## config.mk

```make
export PLATFORM = sky130hd
export DESIGN_NAME = kme_ctrl
export DESIGN_NICKNAME = d
export VERILOG_FILES = /design/src/rtl/kme_pkg.sv /design/src/rtl/kme_ctrl.sv
export SDC_FILE = /design/constraint.sdc
export NUM_CORES = 1
export LEC_CHECK = 0
export BUFFER_PORTS_ARGS = -buffer_cell sky130_fd_sc_hd__buf_2
export CAP_MARGIN = 40
export CORE_MARGIN = 2
export CORE_UTILIZATION = 51
export DETAILED_ROUTE_END_ITERATION = 6
export MAX_ROUTING_LAYER = met4
export PLACE_DENSITY = 0.86
export SETUP_SLACK_MARGIN = 0.4
export SLEW_MARGIN = 10
export SYNTH_ARGS = -nofsm -noshare
export SYNTH_HDL_FRONTEND = slang
export SYNTH_SLANG_ARGS = --single-unit
export TNS_END_PERCENT = 5
```

## constraint.sdc

```tcl
create_clock -name clk -period 5 [get_ports clk]
set_input_delay 0.5 -clock clk [delete_from_list [all_inputs] [get_ports clk]]
set_output_delay 0.5 -clock clk [all_outputs]
set_load 0.1 [all_outputs]
```

## src/rtl/kme_pkg.sv

```systemverilog
`timescale 1ns / 1ps
// ----------------------------------------------------------------------------
// kme_pkg
// Shared constants, types and helpers of the k-mer minimizer extractor.
// ----------------------------------------------------------------------------
package kme_pkg;

  localparam int KMER_W     = 62;
  localparam int POS_W      = 16;
  localparam int CFG_W      = 5;
  localparam int CFG_ADDR_W = 1;
  localparam int DEPTH      = 16;
  localparam int IDX_W      = $clog2(DEPTH);
  localparam int CNT_W      = IDX_W + 1;
  localparam int HRND_W     = 2;

  localparam logic [CFG_ADDR_W-1:0] REG_KMER_LENGTH = 1'b0;
  localparam logic [CFG_ADDR_W-1:0] REG_WINDOW_SIZE = 1'b1;

  localparam logic [CFG_W-1:0] KMER_LENGTH_RST = 5'd15;
  localparam logic [CFG_W-1:0] WINDOW_SIZE_RST = 5'd10;

  localparam logic [HRND_W-1:0] HASH_LAST = 2'd3;

  typedef logic [KMER_W-1:0] kmer_t;

  typedef struct packed {
    logic load;
    logic hash;
    logic head_pop;
    logic tail_pop;
    logic push;
    logic emit;
    logic emit_back;
    logic emit_fin;
    logic clear;
    logic flush;
  } cmd_t;

  typedef struct packed {
    logic cnt_nz;
    logic front_old;
    logic back_pop;
    logic back_min;
    logic full;
    logic front_min;
    logic complete;
    logic read_end;
    logic hash_done;
    logic emit_ok;
    logic flush_ok;
  } sts_t;

  // Low 2k bits set
  function automatic kmer_t kmer_mask(input logic [CFG_W-1:0] k);
    kmer_t m;
    for (int i = 0; i < KMER_W; i++) begin
      m[i] = (i < 2 * int'(k));
    end
    return m;
  endfunction

endpackage

```

## src/rtl/kme_ctrl.sv

```systemverilog
`timescale 1ns / 1ps
// ----------------------------------------------------------------------------
// kme_ctrl
// Per-base sequencer: hash, front expiry, back pops, full-deque pop, push, end of read, flush.
// ----------------------------------------------------------------------------
module kme_ctrl (
  input  logic          clk,
  input  logic          rst_n,
  input  logic          in_tvalid,
  output logic          in_tready,
  input  kme_pkg::sts_t sts,
  output kme_pkg::cmd_t cmd
);
  import kme_pkg::*;

  typedef enum logic [7:0] {
    ST_IDLE   = 8'b0000_0001,
    ST_HASH   = 8'b0000_0010,
    ST_FRONT  = 8'b0000_0100,
    ST_BACK   = 8'b0000_1000,
    ST_FULL   = 8'b0001_0000,
    ST_PUSH   = 8'b0010_0000,
    ST_FINISH = 8'b0100_0000,
    ST_FLUSH  = 8'b1000_0000
  } state_t;

  state_t state_r, state_nxt;

  always_ff @(posedge clk) begin
    if (!rst_n) begin
      state_r <= ST_IDLE;
    end else begin
      state_r <= state_nxt;
    end
  end

  always_comb begin
    state_nxt = state_r;
    cmd       = '0;
    in_tready = 1'b0;
    case (state_r)
      ST_IDLE: begin
        in_tready = 1'b1;
        if (in_tvalid) begin
          cmd.load  = 1'b1;
          state_nxt = ST_HASH;
        end
      end
      ST_HASH: begin
        cmd.hash = 1'b1;
        if (sts.hash_done) begin
          state_nxt = sts.complete ? ST_FRONT : ST_FINISH;
        end
      end
      ST_FRONT: begin
        if (sts.front_old) begin
          if (sts.emit_ok) begin
            cmd.head_pop = 1'b1;
            cmd.emit     = 1'b1;
            state_nxt    = ST_BACK;
          end
        end else begin
          state_nxt = ST_BACK;
        end
      end
      ST_BACK: begin
        if (sts.back_pop) begin
          if (sts.back_min) begin
            if (sts.emit_ok) begin
              cmd.tail_pop  = 1'b1;
              cmd.emit      = 1'b1;
              cmd.emit_back = 1'b1;
            end
          end else begin
            cmd.tail_pop = 1'b1;
          end
        end else begin
          state_nxt = ST_FULL;
        end
      end
      ST_FULL: begin
        if (sts.full) begin
          if (sts.front_min) begin
            if (sts.emit_ok) begin
              cmd.head_pop = 1'b1;
              cmd.emit     = 1'b1;
              state_nxt    = ST_PUSH;
            end
          end else begin
            cmd.head_pop = 1'b1;
            state_nxt    = ST_PUSH;
          end
        end else begin
          state_nxt = ST_PUSH;
        end
      end
      ST_PUSH: begin
        cmd.push  = 1'b1;
        state_nxt = ST_FINISH;
      end
      ST_FINISH: begin
        if (sts.read_end) begin
          if (sts.cnt_nz) begin
            if (sts.emit_ok) begin
              cmd.emit     = 1'b1;
              cmd.emit_fin = 1'b1;
              cmd.clear    = 1'b1;
              state_nxt    = ST_FLUSH;
            end
          end else begin
            cmd.clear = 1'b1;
            state_nxt = ST_FLUSH;
          end
        end else begin
          state_nxt = ST_FLUSH;
        end
      end
      ST_FLUSH: begin
        if (sts.flush_ok) begin
          cmd.flush = 1'b1;
          state_nxt = ST_IDLE;
        end
      end
      default: begin
        state_nxt = ST_IDLE;
      end
    endcase
  end

endmodule

```

==> run metrics, run 1 <==
count of clock tree sinks=8; post-cts resize count=0; Clock Skews=0.00331 ns; Worst Hold Path EP=state_r[3]; Post-DP Area=801 µm²; Die Wd=between 40 and 50 µm; CP endpoint kind=primary output; Initial Utilization=0.538; Slew headroom=0.546; Peak VDD IR=between 300 and 400 µV; CTS tree=yes; M1 WL=slightly below 800 µm; fin area=between 800 and 900 µm²; layout overhead on the synthesized area=20.5%; Final setup viols=0; setup slack at placement=2.62 ns; launching point of the worst reg2reg path=state_r[3]; setup bufs post-CTS=0; Post-Route Utilization=0.649; Num CTS Buffers=3; Largest Register=state_r; vias in the first global route=between 600 and 700; Hold Path Depth=2; P per Cell Area=~380 mW/mm²; mapped cell area=~680 µm²; fmax=around 370 MHz; Row Count=13; pins over their slew limit=0; Final nets=roughly 130; max-cap viol count=0; top cell type's share of synthesized area=0.234; Worst-path clk slew=roughly 0.050 ns; Max clock buf depth=2; post-synth top area cell=dfxtp_1; WL met3=158 µm; crit share post-route=0.544; final worst slack=2.28 ns; via count=779; wire length per cell=approximately 14 µm; Post-synth ARST share=0; WHS=between 0.5 and 0.6 ns; largest registers=state_r (8); CP startpoint kind=flip-flop; syn_nets=101; drt drc=0; hold_buf cts=0; first-pass GRT wire length=2.77 mm; Worst EP required=4.50 ns; TNS Setup=0 ns; share of cells above drive strength 1=0.279; R2R setup slack=around 3.1 ns; global route overflow=0; critical-path maximum fanout=6; yosys warns=0; Tmin final=2.72 ns; die area=roughly 0.0016 mm²; actual slew at the worst max-slew pin=around 0.67 ns; worst-skew pair later-pin latency=roughly 0.26 ns; uppermost layer routed=met4; Die Y=roughly 41 µm; Ports=25; worst min path class=in2reg; Fin. Hold Viols=0; Core Box Area=between 0.001 and 0.0015 mm²; Critical Path, Cell by Cell=nor4b_1, and3_1, nand2_1, a41oi_1, buf_2; Root Driver=clkbuf_4; post-detailed-route count of antenna-violating nets=0; DR iter-0 viols=16; R2R cell count=5; first drt pass iteration count=4; Crit-path slowest cell=nor4b_1; initial antenna violation count=0; vias per cell=between 6 and 7; n_diodes=0; CTS H-tree lvls=1; kind of critical path=reg2out; Yosys reg bits=8; Leakage=~0.37 nW; routed wire length=roughly 1.8 mm; Synth cell types=33; RSZ-0062 raised after global routing=false; number of port buffers=24; Crit path largest cell delay=0.59 ns; Top FF cell, synth=dfxtp_1; Post-Synthesis Cells=between 80 and 90; gr usage total=0.268; crit path DAT=roughly 2.2 ns; status=completed; max FFs per register=8; post-synthesis sequential area ratio=0.234; Worst Setup SP=state_r[3]; GP Congestion=between 0.9 and 1; number of synthesized flops with an enable pin=0; met2 wire len=~850 µm; Hold Startpoint=rst_n; syn avg cell area=a little under 8 µm²; RR Endpoint=state_r[0]; dominant cells by area after synthesis=dfxtp_1 (23%), nor4b_1 (7.7%), nor2_1 (4.9%); pin count of the biggest net entering global routing=13; post-detail-place hpwl=about 1.4 mm
[metrics by stage]
stage	power, mW	std cells
final	0.313	126
after global routing	0.331	126
after CTS	0.314	126
after detailed placement	0.263	123
after global placement	0.259	123
after floorplan	0.233	87
[power by group]
group	internal, mW	switching [mW]	leakage (nW)
sequential	0.0710	0.0237	0.0650
combinational	0.0484	0.120	0.290
clock	0.0275	0.0224	0.0138
[critical path: cells and delay by family, from the launching register on]
kind / cells / cell delay (ns)
AO/OA/AOI/OAI: 1 / 0.14
buffers and inverters: 1 / 0.45
flip-flops: 1 / 0.43
AND/OR/NAND/NOR: 3 / 0.94
[synth_stat cells, types with 2 or more instances]
| cell type | number |
|---|---|
| nor2_1 | 9 |
| o211ai_1 | 2 |
| nor4b_1 | 6 |
| nor3_1 | 6 |
| nand2_1 | 4 |
| buf_2 | 2 |
| inv_1 | 6 |
| and2_1 | 2 |
| nand4_1 | 2 |
| nor3b_1 | 2 |
| and4b_1 | 2 |
| a31o_1 | 2 |
| nand3_1 | 6 |
| and3_1 | 2 |
| dfxtp_1 | 8 |
| nor4_1 | 2 |
| nand4_2 | 2 |
| o21a_1 | 2 |
| a21oi_1 | 5 |
| o21ai_1 | 2 |
[layout by cell type, fill, tap and decap left out, types with 2 or more instances in the layout]
| cell | n |
|---|---|
| a31o_1 | 2 |
| clkbuf_4 | 3 |
| inv_1 | 6 |
| nor2_1 | 9 |
| and3_1 | 2 |
| o21ai_1 | 2 |
| nor4b_1 | 6 |
| dfxtp_1 | 8 |
| a21oi_1 | 5 |
| o21a_1 | 2 |
| nand4_2 | 2 |
| nand4_1 | 2 |
| and4b_1 | 2 |
| o211ai_1 | 2 |
| nor4_1 | 2 |
| nand2_1 | 4 |
| nand3_1 | 6 |
| buf_2 | 24 |
| nor3_1 | 6 |
| and2_1 | 2 |
| nor3b_1 | 2 |
[kinds of logic after synthesis]
group | after synthesis | synth area share
AO/OA/AOI/OAI | 21 | 0.238
XOR/XNOR | 1 | 0.0128
buffers and inverters | 9 | 0.0641
flip-flops | 8 | 0.234
AND/OR/NAND/NOR | 48 | 0.451
[per-layer routing]
layer  vias to the layer above  global-route usage
met5                         -                   -
met3                         4              0.0722
met1                       340               0.300
li1                        391                   -
met4                         0               0.142
met2                        44               0.429
[worst max path at each step]
stage | to | slack [ns]
floorplan | cmd[1] | 1.24
global placement | cmd[4] | 2.64
detailed placement | cmd[4] | 2.62
CTS | cmd[4] | 2.33
global route | cmd[4] | 2.17
finish | cmd[4] | 2.28
[layout make-up]
cell class                      count  area, µm²
Sequential cell                     8        160
Inverter                            6       22.5
Timing Repair Buffer               24        120
Fill cell                         121        445
Tap cell                           15       18.8
Clock buffer                        3       22.5
Multi-Input combinational cell     70        479
Note: power is estimated with default switching activity, not from simulation.
==> inputs of run 2 (changes only) <==
--- a/config.mk
+++ b/config.mk
@@ -8,10 +8,10 @@
 export BUFFER_PORTS_ARGS = -buffer_cell sky130_fd_sc_hd__buf_2
 export CAP_MARGIN = 40
 export CORE_MARGIN = 2
-export CORE_UTILIZATION = 51
+export CORE_UTILIZATION = 47
 export DETAILED_ROUTE_END_ITERATION = 6
 export MAX_ROUTING_LAYER = met4
-export PLACE_DENSITY = 0.86
+export PLACE_DENSITY = 0.81
 export SETUP_SLACK_MARGIN = 0.4
 export SLEW_MARGIN = 10
 export SYNTH_ARGS = -nofsm -noshare
==> constraint.sdc (replaced) <==
create_clock -name clk -period 2.6 [get_ports clk]
set_input_delay 0.26 -clock clk [delete_from_list [all_inputs] [get_ports clk]]
set_output_delay 0.26 -clock clk [all_outputs]
set_load 0.1 [all_outputs]
==> run metrics, run 2 (synthesis results as in run 1) <==
drt drc=0; uppermost layer routed=met4; GP Congestion=just under 0.9; RSZ-0062 raised after global routing=true; Final nets=about 130; CP endpoint kind=primary output; CTS tree=yes; Worst Hold Path EP=state_r[5]; Fin. Hold Viols=0; Slew headroom=0.676; Worst-path clk slew=approximately 0.06 ns; Hold Path Depth=3; max-cap viol count=0; fin area=890 µm²; Max clock buf depth=2; CTS H-tree lvls=1; layout overhead on the synthesized area=30.2%; M1 WL=slightly above 800 µm; global route overflow=0; wire length per cell=between 15 and 20 µm; Root Driver=clkbuf_4; CP startpoint kind=flip-flop; status=completed; die area=between 0.0015 and 0.002 mm²; post-detail-place hpwl=roughly 1.5 mm; first drt pass iteration count=4; RR Endpoint=state_r[3]; fmax=approximately 460 MHz; Post-DP Area=just over 800 µm²; Core Box Area=0.00133 mm²; Crit-path slowest cell=dfxtp_1; n_diodes=0; crit share post-route=0.840; Die Y=42.1 µm; launching point of the worst reg2reg path=state_r[2]; Crit path largest cell delay=around 0.51 ns; Final setup viols=0; Hold Startpoint=rst_n; Peak VDD IR=644 µV; actual slew at the worst max-slew pin=between 0.4 and 0.5 ns; P per Cell Area=approximately 700 mW/mm²; TNS Setup=0 ns; WHS=0.280 ns; Critical Path, Cell by Cell=nor4b_1, nand4_1, a41oi_2, buf_4; share of cells above drive strength 1=0.354; total power=0.619 mW; Largest Register=state_r; critical-path maximum fanout=7; pin count of the biggest net entering global routing=13; Leakage=~0.38 nW; Post-Route Utilization=0.667; most common cell after layout, fill and taps aside=buf_2; vias in the first global route=between 700 and 800; worst min path class=in2reg; post-detailed-route count of antenna-violating nets=0; largest registers=state_r (8); kind of critical path=reg2out; Row Count=13; vias per cell=roughly 6.4; Die Wd=approximately 42 µm; crit path DAT=1.92 ns; initial antenna violation count=0; max FFs per register=8; pins over their slew limit=0; Worst EP required=2.34 ns; Clock Skews=~0.011 ns; routed wire length=between 2 and 2.5 mm; most frequent cells in the layout=buf_2 (19), nor2_1 (9), dfxtp_1 (8); count of clock tree sinks=8; WL met3=~170 µm; R2R setup slack=between 0.7 and 0.8 ns; gr usage total=0.241; R2R cell count=5; Ports=25; Num CTS Buffers=3; worst-skew pair later-pin latency=0.26 ns; via count=a little over 800; number of port buffers=24; first-pass GRT wire length=3.29 mm; Initial Utilization=0.512; Tmin final=about 2.2 ns; DR iter-0 viols=47; met2 wire len=roughly 1000 µm
## run 2: worst max-delay path: cells and delay by family, from the launching register on
kind / cells / cell delay (ns)
buffers and inverters: 1 / 0.31
and+or+nand+nor: 2 / 0.56
DFF: 1 / 0.51
AOI/OAI and AO/OA: 1 / 0.27
## run 2: where the power goes
group	switching [mW]	internal, mW	total, mW
clock network	0.0455	0.0530	0.0985
registers	0.0475	0.137	0.184
logic	0.237	0.0994	0.336
total	0.330	0.289	0.619
## run 2: final cells by class
class                      count  area (µm²)
multi-input combinational     70         518
fill                         112         444
sequential                     8         160
timing repair buffer          26         148
clock buffer                   3        22.5
inverter                       6        22.5
tap                           15        18.8
## run 2: repair_timing
action,4_1_cts,5_1_grt
resized for setup,5,3
pin swaps,0,1
hold buffers,0,0
setup buffers,0,1
setup endpoints to repair,6,7
## run 2: routing by layer
metal  global-route usage  up-vias
met5                    -        -
met3               0.0690        4
li1                     -      391
met1                0.307      373
met4               0.0313        0
met2                0.391       47
## run 2: worst max-delay path by stage
stage,cells after the start,from,slack (ns),endpoint
2_1_floorplan,4,state_r[5],-0.09,cmd[9]
3_3_place_gp,4,state_r[4],0.53,cmd[4]
3_5_place_dp,4,state_r[0],0.46,cmd[4]
4_1_cts,4,state_r[0],0.29,cmd[1]
5_1_grt,5,state_r[1],0.34,cmd[4]
6_report,4,state_r[4],0.42,cmd[4]
## run 2: metrics by stage
step | std cells | setup slack (ns)
finish | 128 | 0.416
global route | 128 | 0.340
CTS | 127 | 0.290
detailed placement | 124 | 0.465
global placement | 124 | 0.530
floorplan | 87 | -0.0923
