`src/rtl/kme_pkg.sv`:
```
`timescale 1ns / 1ps
// ----------------------------------------------------------------------------
// kme_pkg
// Shared constants, types and helpers of the k-mer minimizer extractor.
// ----------------------------------------------------------------------------
package kme_pkg;

  localparam int KMER_W     = 62;
  localparam int POS_W      = 16;
  localparam int CFG_W      = 5;
  localparam int CFG_ADDR_W = 1;
  localparam int DEPTH      = 16;
  localparam int IDX_W      = $clog2(DEPTH);
  localparam int CNT_W      = IDX_W + 1;
  localparam int HRND_W     = 2;

  localparam logic [CFG_ADDR_W-1:0] REG_KMER_LENGTH = 1'b0;
  localparam logic [CFG_ADDR_W-1:0] REG_WINDOW_SIZE = 1'b1;

  localparam logic [CFG_W-1:0] KMER_LENGTH_RST = 5'd15;
  localparam logic [CFG_W-1:0] WINDOW_SIZE_RST = 5'd10;

  localparam logic [HRND_W-1:0] HASH_LAST = 2'd3;

  typedef logic [KMER_W-1:0] kmer_t;

  typedef struct packed {
    logic load;
    logic hash;
    logic head_pop;
    logic tail_pop;
    logic push;
    logic emit;
    logic emit_back;
    logic emit_fin;
    logic clear;
    logic flush;
  } cmd_t;

  typedef struct packed {
    logic cnt_nz;
    logic front_old;
    logic back_pop;
    logic back_min;
    logic full;
    logic front_min;
    logic complete;
    logic read_end;
    logic hash_done;
    logic emit_ok;
    logic flush_ok;
  } sts_t;

  // Low 2k bits set
  function automatic kmer_t kmer_mask(input logic [CFG_W-1:0] k);
    kmer_t m;
    for (int i = 0; i < KMER_W; i++) begin
      m[i] = (i < 2 * int'(k));
    end
    return m;
  endfunction

endpackage

```
`src/rtl/kme_datapath.sv`:
```
`timescale 1ns / 1ps
// ----------------------------------------------------------------------------
// kme_datapath
// Rolling k-mer, iterative hash, shift-register deque and output staging.
// ----------------------------------------------------------------------------
module kme_datapath (
  input  logic                        clk,
  input  logic                        rst_n,
  input  logic [kme_pkg::CFG_W-1:0]   k_eff,
  input  logic [kme_pkg::CFG_W-1:0]   w_eff,
  input  logic [1:0]                  base_code,
  input  logic                        read_end,
  input  kme_pkg::cmd_t               cmd,
  output kme_pkg::sts_t               sts,
  output logic                        out_tvalid,
  input  logic                        out_tready,
  output logic [kme_pkg::KMER_W-1:0]  out_seed,
  output logic                        out_last,
  output logic                        out_fin
);
  import kme_pkg::*;

  // deque: entry 0 is the newest (back), entry count-1 the oldest (front)
  kmer_t              seed_r [DEPTH];
  kmer_t              hash_r [DEPTH];
  logic [POS_W-1:0]   epos_r [DEPTH];
  logic [DEPTH-1:0]   wmin_r;
  logic [CNT_W-1:0]   count_r;
  logic               steady_r;

  kmer_t              rolling_r;
  logic [POS_W-1:0]   base_pos_r;
  logic [POS_W-1:0]   item_pos_r;
  logic               complete_r;
  logic               read_end_r;
  kmer_t              hv_r;
  logic [HRND_W-1:0]  hround_r;

  logic               pend_vld_r;
  kmer_t              pend_seed_r;
  logic               pend_fin_r;
  logic               out_vld_r;
  kmer_t              out_seed_r;
  logic               out_last_r;
  logic               out_fin_r;

  kmer_t              mask;
  kmer_t              rolling_nxt;
  kmer_t              hv_nxt;
  kmer_t              hadd;
  logic [CNT_W-1:0]   cnt_m1;
  logic [IDX_W-1:0]   front_idx;
  logic [POS_W-1:0]   age;
  logic               cnt_nz;
  logic               complete_nxt;
  logic               steady_nxt;
  logic               out_free;
  kmer_t              emit_seed;

  assign mask        = kmer_mask(k_eff);
  assign rolling_nxt = {rolling_r[KMER_W-3:0], base_code} & mask;
  assign cnt_nz      = (count_r != '0);
  assign cnt_m1      = count_r - CNT_W'(1);
  assign front_idx   = cnt_m1[IDX_W-1:0];
  assign age         = item_pos_r - epos_r[front_idx];

  assign complete_nxt = steady_r || cnt_nz ||
                        ({1'b0, base_pos_r} + 17'd1 >= {12'd0, k_eff});
  assign steady_nxt   = steady_r ||
                        ({1'b0, item_pos_r} + 17'd2 >= {12'd0, k_eff} + {12'd0, w_eff});

  always_comb begin
    hadd   = '0;
    hv_nxt = hv_r;
    case (hround_r)
      2'd0: begin
        hadd   = (~hv_r + (hv_r << 21)) & mask;
        hv_nxt = hadd ^ (hadd >> 24);
      end
      2'd1: begin
        hadd   = (hv_r + (hv_r << 3) + (hv_r << 8)) & mask;
        hv_nxt = hadd ^ (hadd >> 14);
      end
      2'd2: begin
        hadd   = (hv_r + (hv_r << 2) + (hv_r << 4)) & mask;
        hv_nxt = hadd ^ (hadd >> 28);
      end
      2'd3: begin
        hadd   = (hv_r + (hv_r << 31)) & mask;
        hv_nxt = hadd;
      end
      default: begin
        hadd   = '0;
        hv_nxt = hv_r;
      end
    endcase
  end

  assign out_free  = !out_vld_r || out_tready;
  assign emit_seed = cmd.emit_back ? seed_r[0] : seed_r[front_idx];

  always_comb begin
    sts           = '0;
    sts.cnt_nz    = cnt_nz;
    sts.front_old = cnt_nz && (age >= {11'd0, w_eff});
    sts.back_pop  = cnt_nz && (hash_r[0] >= hv_r);
    sts.back_min  = wmin_r[0];
    sts.full      = (count_r == CNT_W'(DEPTH));
    sts.front_min = wmin_r[front_idx];
    sts.complete  = complete_r;
    sts.read_end  = read_end_r;
    sts.hash_done = (hround_r == HASH_LAST);
    sts.emit_ok   = !pend_vld_r || out_free;
    sts.flush_ok  = !pend_vld_r || out_free;
  end

  // control and reset-valued state
  always_ff @(posedge clk) begin
    if (!rst_n) begin
      rolling_r  <= '0;
      base_pos_r <= '0;
      count_r    <= '0;
      steady_r   <= 1'b0;
      hround_r   <= '0;
      complete_r <= 1'b0;
      read_end_r <= 1'b0;
      pend_vld_r <= 1'b0;
      out_vld_r  <= 1'b0;
    end else begin
      if (cmd.load) begin
        rolling_r  <= rolling_nxt;
        base_pos_r <= base_pos_r + POS_W'(1);
        complete_r <= complete_nxt;
        read_end_r <= read_end;
        hround_r   <= '0;
      end
      if (cmd.hash) begin
        hround_r <= hround_r + HRND_W'(1);
      end
      if (cmd.head_pop || cmd.tail_pop) begin
        count_r <= cnt_m1;
      end
      if (cmd.push) begin
        count_r  <= count_r + CNT_W'(1);
        steady_r <= steady_nxt;
      end
      if (cmd.clear) begin
        rolling_r  <= '0;
        base_pos_r <= '0;
        count_r    <= '0;
        steady_r   <= 1'b0;
      end
      if (cmd.emit) begin
        if (pend_vld_r) begin
          out_vld_r <= 1'b1;
        end else if (out_tready) begin
          out_vld_r <= 1'b0;
        end
        pend_vld_r <= 1'b1;
      end else if (cmd.flush && pend_vld_r) begin
        out_vld_r  <= 1'b1;
        pend_vld_r <= 1'b0;
      end else if (out_tready) begin
        out_vld_r <= 1'b0;
      end
    end
  end

  // payload
  always_ff @(posedge clk) begin
    if (cmd.load) begin
      item_pos_r <= base_pos_r;
      hv_r       <= rolling_nxt;
    end
    if (cmd.hash) begin
      hv_r <= hv_nxt;
    end
    if (cmd.tail_pop) begin
      for (int i = 0; i < DEPTH - 1; i++) begin
        seed_r[i] <= seed_r[i+1];
        hash_r[i] <= hash_r[i+1];
        epos_r[i] <= epos_r[i+1];
        wmin_r[i] <= wmin_r[i+1];
      end
    end
    if (cmd.push) begin
      seed_r[0] <= rolling_r;
      hash_r[0] <= hv_r;
      epos_r[0] <= item_pos_r;
      // front after the push sits at the old count
      wmin_r[0] <= steady_nxt && (count_r[IDX_W-1:0] == '0);
      for (int i = 1; i < DEPTH; i++) begin
        seed_r[i] <= seed_r[i-1];
        hash_r[i] <= hash_r[i-1];
        epos_r[i] <= epos_r[i-1];
        wmin_r[i] <= wmin_r[i-1] ||
                     (steady_nxt && (count_r[IDX_W-1:0] == IDX_W'(i)));
      end
    end
    if (cmd.emit) begin
      if (pend_vld_r) begin
        out_seed_r <= pend_seed_r;
        out_fin_r  <= pend_fin_r;
        out_last_r <= 1'b0;
      end
      pend_seed_r <= emit_seed;
      pend_fin_r  <= cmd.emit_fin;
    end else if (cmd.flush && pend_vld_r) begin
      out_seed_r <= pend_seed_r;
      out_fin_r  <= pend_fin_r;
      out_last_r <= 1'b1;
    end
  end

  assign out_tvalid = out_vld_r;
  assign out_seed   = out_seed_r;
  assign out_last   = out_last_r;
  assign out_fin    = out_fin_r;

endmodule

```
`config.mk`:
```
export PLATFORM = sky130hd
export DESIGN_NAME = kme_datapath
export DESIGN_NICKNAME = d
export VERILOG_FILES = /design/src/rtl/kme_pkg.sv /design/src/rtl/kme_datapath.sv
export SDC_FILE = /design/constraint.sdc
export NUM_CORES = 2
export LEC_CHECK = 0
export ABC_CLOCK_PERIOD_IN_PS = 78100
export BUFFER_PORTS_ARGS = -buffer_cell sky130_fd_sc_hd__buf_2
export CAP_MARGIN = 40
export CORE_MARGIN = 2
export CORE_UTILIZATION = 55
export CTS_CLUSTER_DIAMETER = 40
export DETAILED_ROUTE_END_ITERATION = 10
export MAX_ROUTING_LAYER = met4
export PLACE_DENSITY = 0.71
export SLEW_MARGIN = 5
export SYNTH_ARGS = -nofsm -noshare
export SYNTH_HDL_FRONTEND = slang
export SYNTH_SLANG_ARGS = --single-unit
```
`constraint.sdc`:
```
create_clock -name clk -period 78.1 [get_ports clk]
set_clock_uncertainty 0.1 [all_clocks]
set_input_delay 23.43 -clock clk [delete_from_list [all_inputs] [get_ports clk]]
set_output_delay 23.43 -clock clk [all_outputs]
set_load 0.05 [all_outputs]
```
==> reports/qor.txt <==
Max Root-Sink Buffers - 4
Proportion of synthesized flip-flops having asynchronous set or reset - 0
Maximum number of pins on one net before global-route repair - 188
Run status - completed
Port bufs - 101
Dpl hpwl - 226,000 microns
Floorplan core area - 241,000 sq um
Number of placement rows - 180
Global placer's final weighted congestion - 1.02
Number of distinct library cell variants in the gate-level netlist after synthesis - 109
Leakage component of the power - 0.0542 uW
Final min period - 49.21 ns
Initial DRC Count - 8,096
Relative slew slack - 0.204
Clock-pin transition on the worst setup and hold timing paths - 0.05 ns
Post-Syn Area - 133,000 sq um
Worst Path Arrival - 25.68 ns
Syn_nets - 9,214
Hold-critical path depth - 0
Total GRT Usage - 0.274
I/O pin count - 102
Resized cells post-CTS - 0
Nature of the critical path endpoint - output pin
Layout cells sized above 1 - 0.384
Via/cell ratio - 6.32
Number of maximum-capacitance constraint violations - 0
Post-synthesis to final-layout area growth - 13.2%
Final net count - 9,439
Cell count after synthesis - 8,771
Number of pins with negative max-slew slack in the final report - 0
Die outline area - 247,000 sq um
Final hold violation count - 0
Average wire per standard cell - 26.6 microns
Post-Place Setup Slack - 28.93 ns
Power density relative to cell area - 33.4 nW/um^2
Leading register cell type out of synthesis - sky130_fd_sc_hd__edfxtp_1
Vias in the first global route - 78,200
Die Wd - 497 microns
Post-synthesis area per instance - 15.2 sq um
Hold Slack - 0.310 ns
TritonCTS clock tree - done
Number of setup buffers added after CTS - 0
Warnings, synthesis - 0
Utilization after layout - 0.627
Post-Layout Inst Area - 151,000 sq um
Initial antenna violation count - 11
VDD IR max - 0.0000238 V
Total via count after detailed routing - 78,900
Nature of the critical path startpoint - input pin
Clock tree root driver cell - sky130_fd_sc_hd__clkbuf_16
TritonCTS sink count - 2,551
First-pass DRT Iterations - 5
Final worst-path cycle share - 0.630
Setup TNS - 0 ns
Proportion of netlist area held by the largest area contributor - 0.554
Required time at the worst-slack endpoint - 54.57 ns
Leading cell types by total area after synthesis - sky130_fd_sc_hd__edfxtp_1 55%, sky130_fd_sc_hd__mux2_2 18%, sky130_fd_sc_hd__mux4_2 6.7%
Source-to-sink clock delay at the later pin of the worst-skew pair - 0.99 ns
Measured slew at the worst slew-check pin - 1.19 ns
Final wirelength - 332,000 microns
Vertical extent of the die - 497 microns
Detailed-route DRC error count - 0
Hold/Removal Path Class - reg -> reg
Sequential element share of the synthesized area - 0.567
TritonCTS Buffers - 381
Post-Place Cell Area - 138,000 sq um
Overflow left after global routing - 0
Synth Register Bits - 2,551
Setup slack of the most critical reg-to-reg path - 71.64 ns
Count of final setup violators - 0
Number of levels the H-tree was split into - 5
ANT nets after route - 0
Initial core utilization - 0.554
Count of hold-fix buffers inserted at cts - 0
Post-synth EDFFs - 2,461
Synth area leader - sky130_fd_sc_hd__edfxtp_1
Depth of the worst register-to-register path - 10
Class of the most critical setup path - in -> out
Post-layout worst setup margin - 28.89 ns
Global-route wire length before repair - 499,000 microns
Critical-path maximum fanout - 2
Max Freq - 20.3 MHz
Unrepaired setup endpoints after global routing - false
==> Yosys cell counts, types with 68 or more instances <==
cell type                     n
sky130_fd_sc_hd__nand3_1    132
sky130_fd_sc_hd__mux2_2    2168
sky130_fd_sc_hd__dfxtp_1     90
sky130_fd_sc_hd__xnor2_1    160
sky130_fd_sc_hd__nand2_1    314
sky130_fd_sc_hd__edfxtp_1  2461
sky130_fd_sc_hd__a21oi_1    410
sky130_fd_sc_hd__o21ai_0    190
sky130_fd_sc_hd__mux4_2     395
sky130_fd_sc_hd__a21o_1     108
sky130_fd_sc_hd__nor2_1     255
sky130_fd_sc_hd__clkbuf_1   396
sky130_fd_sc_hd__ha_1       301
sky130_fd_sc_hd__fa_1       116
sky130_fd_sc_hd__inv_1      163
sky130_fd_sc_hd__nand2b_1    96
sky130_fd_sc_hd__xor2_1     112
sky130_fd_sc_hd__nand4_1     68
==> power by group <==
| part | internal (uW) | switching, uW |
|---|---|---|
| Combinational | 591 | 830 |
| Clock | 1050 | 632 |
| Sequential | 1800 | 141 |
==> kinds of logic after synthesis <==
kind of cell    share of synthesized area
mux                                 0.251
flops                               0.567
compound gates                     0.0566
simple gates                       0.0419
buf+inv                            0.0194
fa+ha+maj                          0.0456
xor+xnor                           0.0179
==> final timing paths <==
path,from,end
min reg2reg,hash_r[3][168],hash_r[3][230]
max reg2reg,count_r[0],pend_seed_r[8]
max,w_eff[0],sts[9]
min,hash_r[3][168],hash_r[3][230]
==> routing by layer <==
| layer | track usage | vias to the layer above | share of wire |
|---|---|---|---|
| met5 | - | - | 0 |
| met4 | 0.0950 | 0 | 0.037 |
| met3 | 0.0409 | 617 | 0.059 |
| met2 | 0.403 | 2419 | 0.45 |
| met1 | 0.392 | 40700 | 0.45 |
| li1 | - | 35200 | - |
==> worst max-delay path, stage by stage <==
cell	delay [ns]
sky130_fd_sc_hd__buf_2	0.11
sky130_fd_sc_hd__ha_1	0.27
sky130_fd_sc_hd__nand2b_1	0.14
sky130_fd_sc_hd__a21o_1	0.18
sky130_fd_sc_hd__a21oi_1	0.17
sky130_fd_sc_hd__nor2b_1	0.06
sky130_fd_sc_hd__o21ai_0	0.19
sky130_fd_sc_hd__o2111ai_1	0.13
sky130_fd_sc_hd__nor4_1	0.31
sky130_fd_sc_hd__nand3_1	0.14
sky130_fd_sc_hd__nor3_1	0.21
sky130_fd_sc_hd__a31oi_1	0.11
sky130_fd_sc_hd__buf_2	0.23
==> cells in the final DEF (no fill, tap or decap), drive strengths merged, types with 28 or more instances in the layout <==
| cell type | count |
|---|---|
| a21o | 110 |
| nand4 | 69 |
| mux2 | 2168 |
| buf | 320 |
| and2 | 34 |
| nor3 | 64 |
| nand2 | 315 |
| bufinv | 40 |
| o21a | 28 |
| nor2 | 255 |
| a221oi | 40 |
| dfxtp | 90 |
| and3 | 43 |
| clkinvlp | 42 |
| nand2b | 96 |
| a21oi | 413 |
| o21bai | 36 |
| xor2 | 112 |
| inv | 207 |
| ha | 301 |
| edfxtp | 2461 |
| mux4 | 395 |
| clkinv | 136 |
| fa | 116 |
| nor2b | 36 |
| a211oi | 55 |
| clkbuf | 428 |
| o211ai | 32 |
| nand3 | 134 |
| xnor2 | 160 |
| o21ai | 203 |
| a31oi | 56 |
==> sequential cells by signal (all words and copies together), names as in the netlist <==
signal,flops
out_seed,62
pend_fin_r,1
rolling_r,62
out_tvalid,1
steady_r,1
complete_r,1
item_pos_r,16
count_r,5
pend_vld_r,1
hv_r,62
seed_r,992
base_pos_r,16
pend_seed_r,62
out_last,1
epos_r,256
read_end_r,1
hround_r,2
hash_r,992
wmin_r,16
out_fin,1
==> layout make-up <==
type	instances	area [sq um]
repair buffers	321	2880
clock buffers	428	9900
well taps	3185	3990
fillers	17500	89900
inverters	166	623
clock inverters	259	2800
diodes	7	17.5
multi-input cells	5575	55200
flip-flops and latches	2551	75700
==> stage by stage <==
stage / total power [uW] / std cells
floorplan: 2940 / 8771
CTS: 5050 / 12500
global route: 5260 / 12500
global placement: 3310 / 11800
detailed placement: 3350 / 11800
finish: 5050 / 12500
No activity file was read; power rests on OpenSTA's default activity.
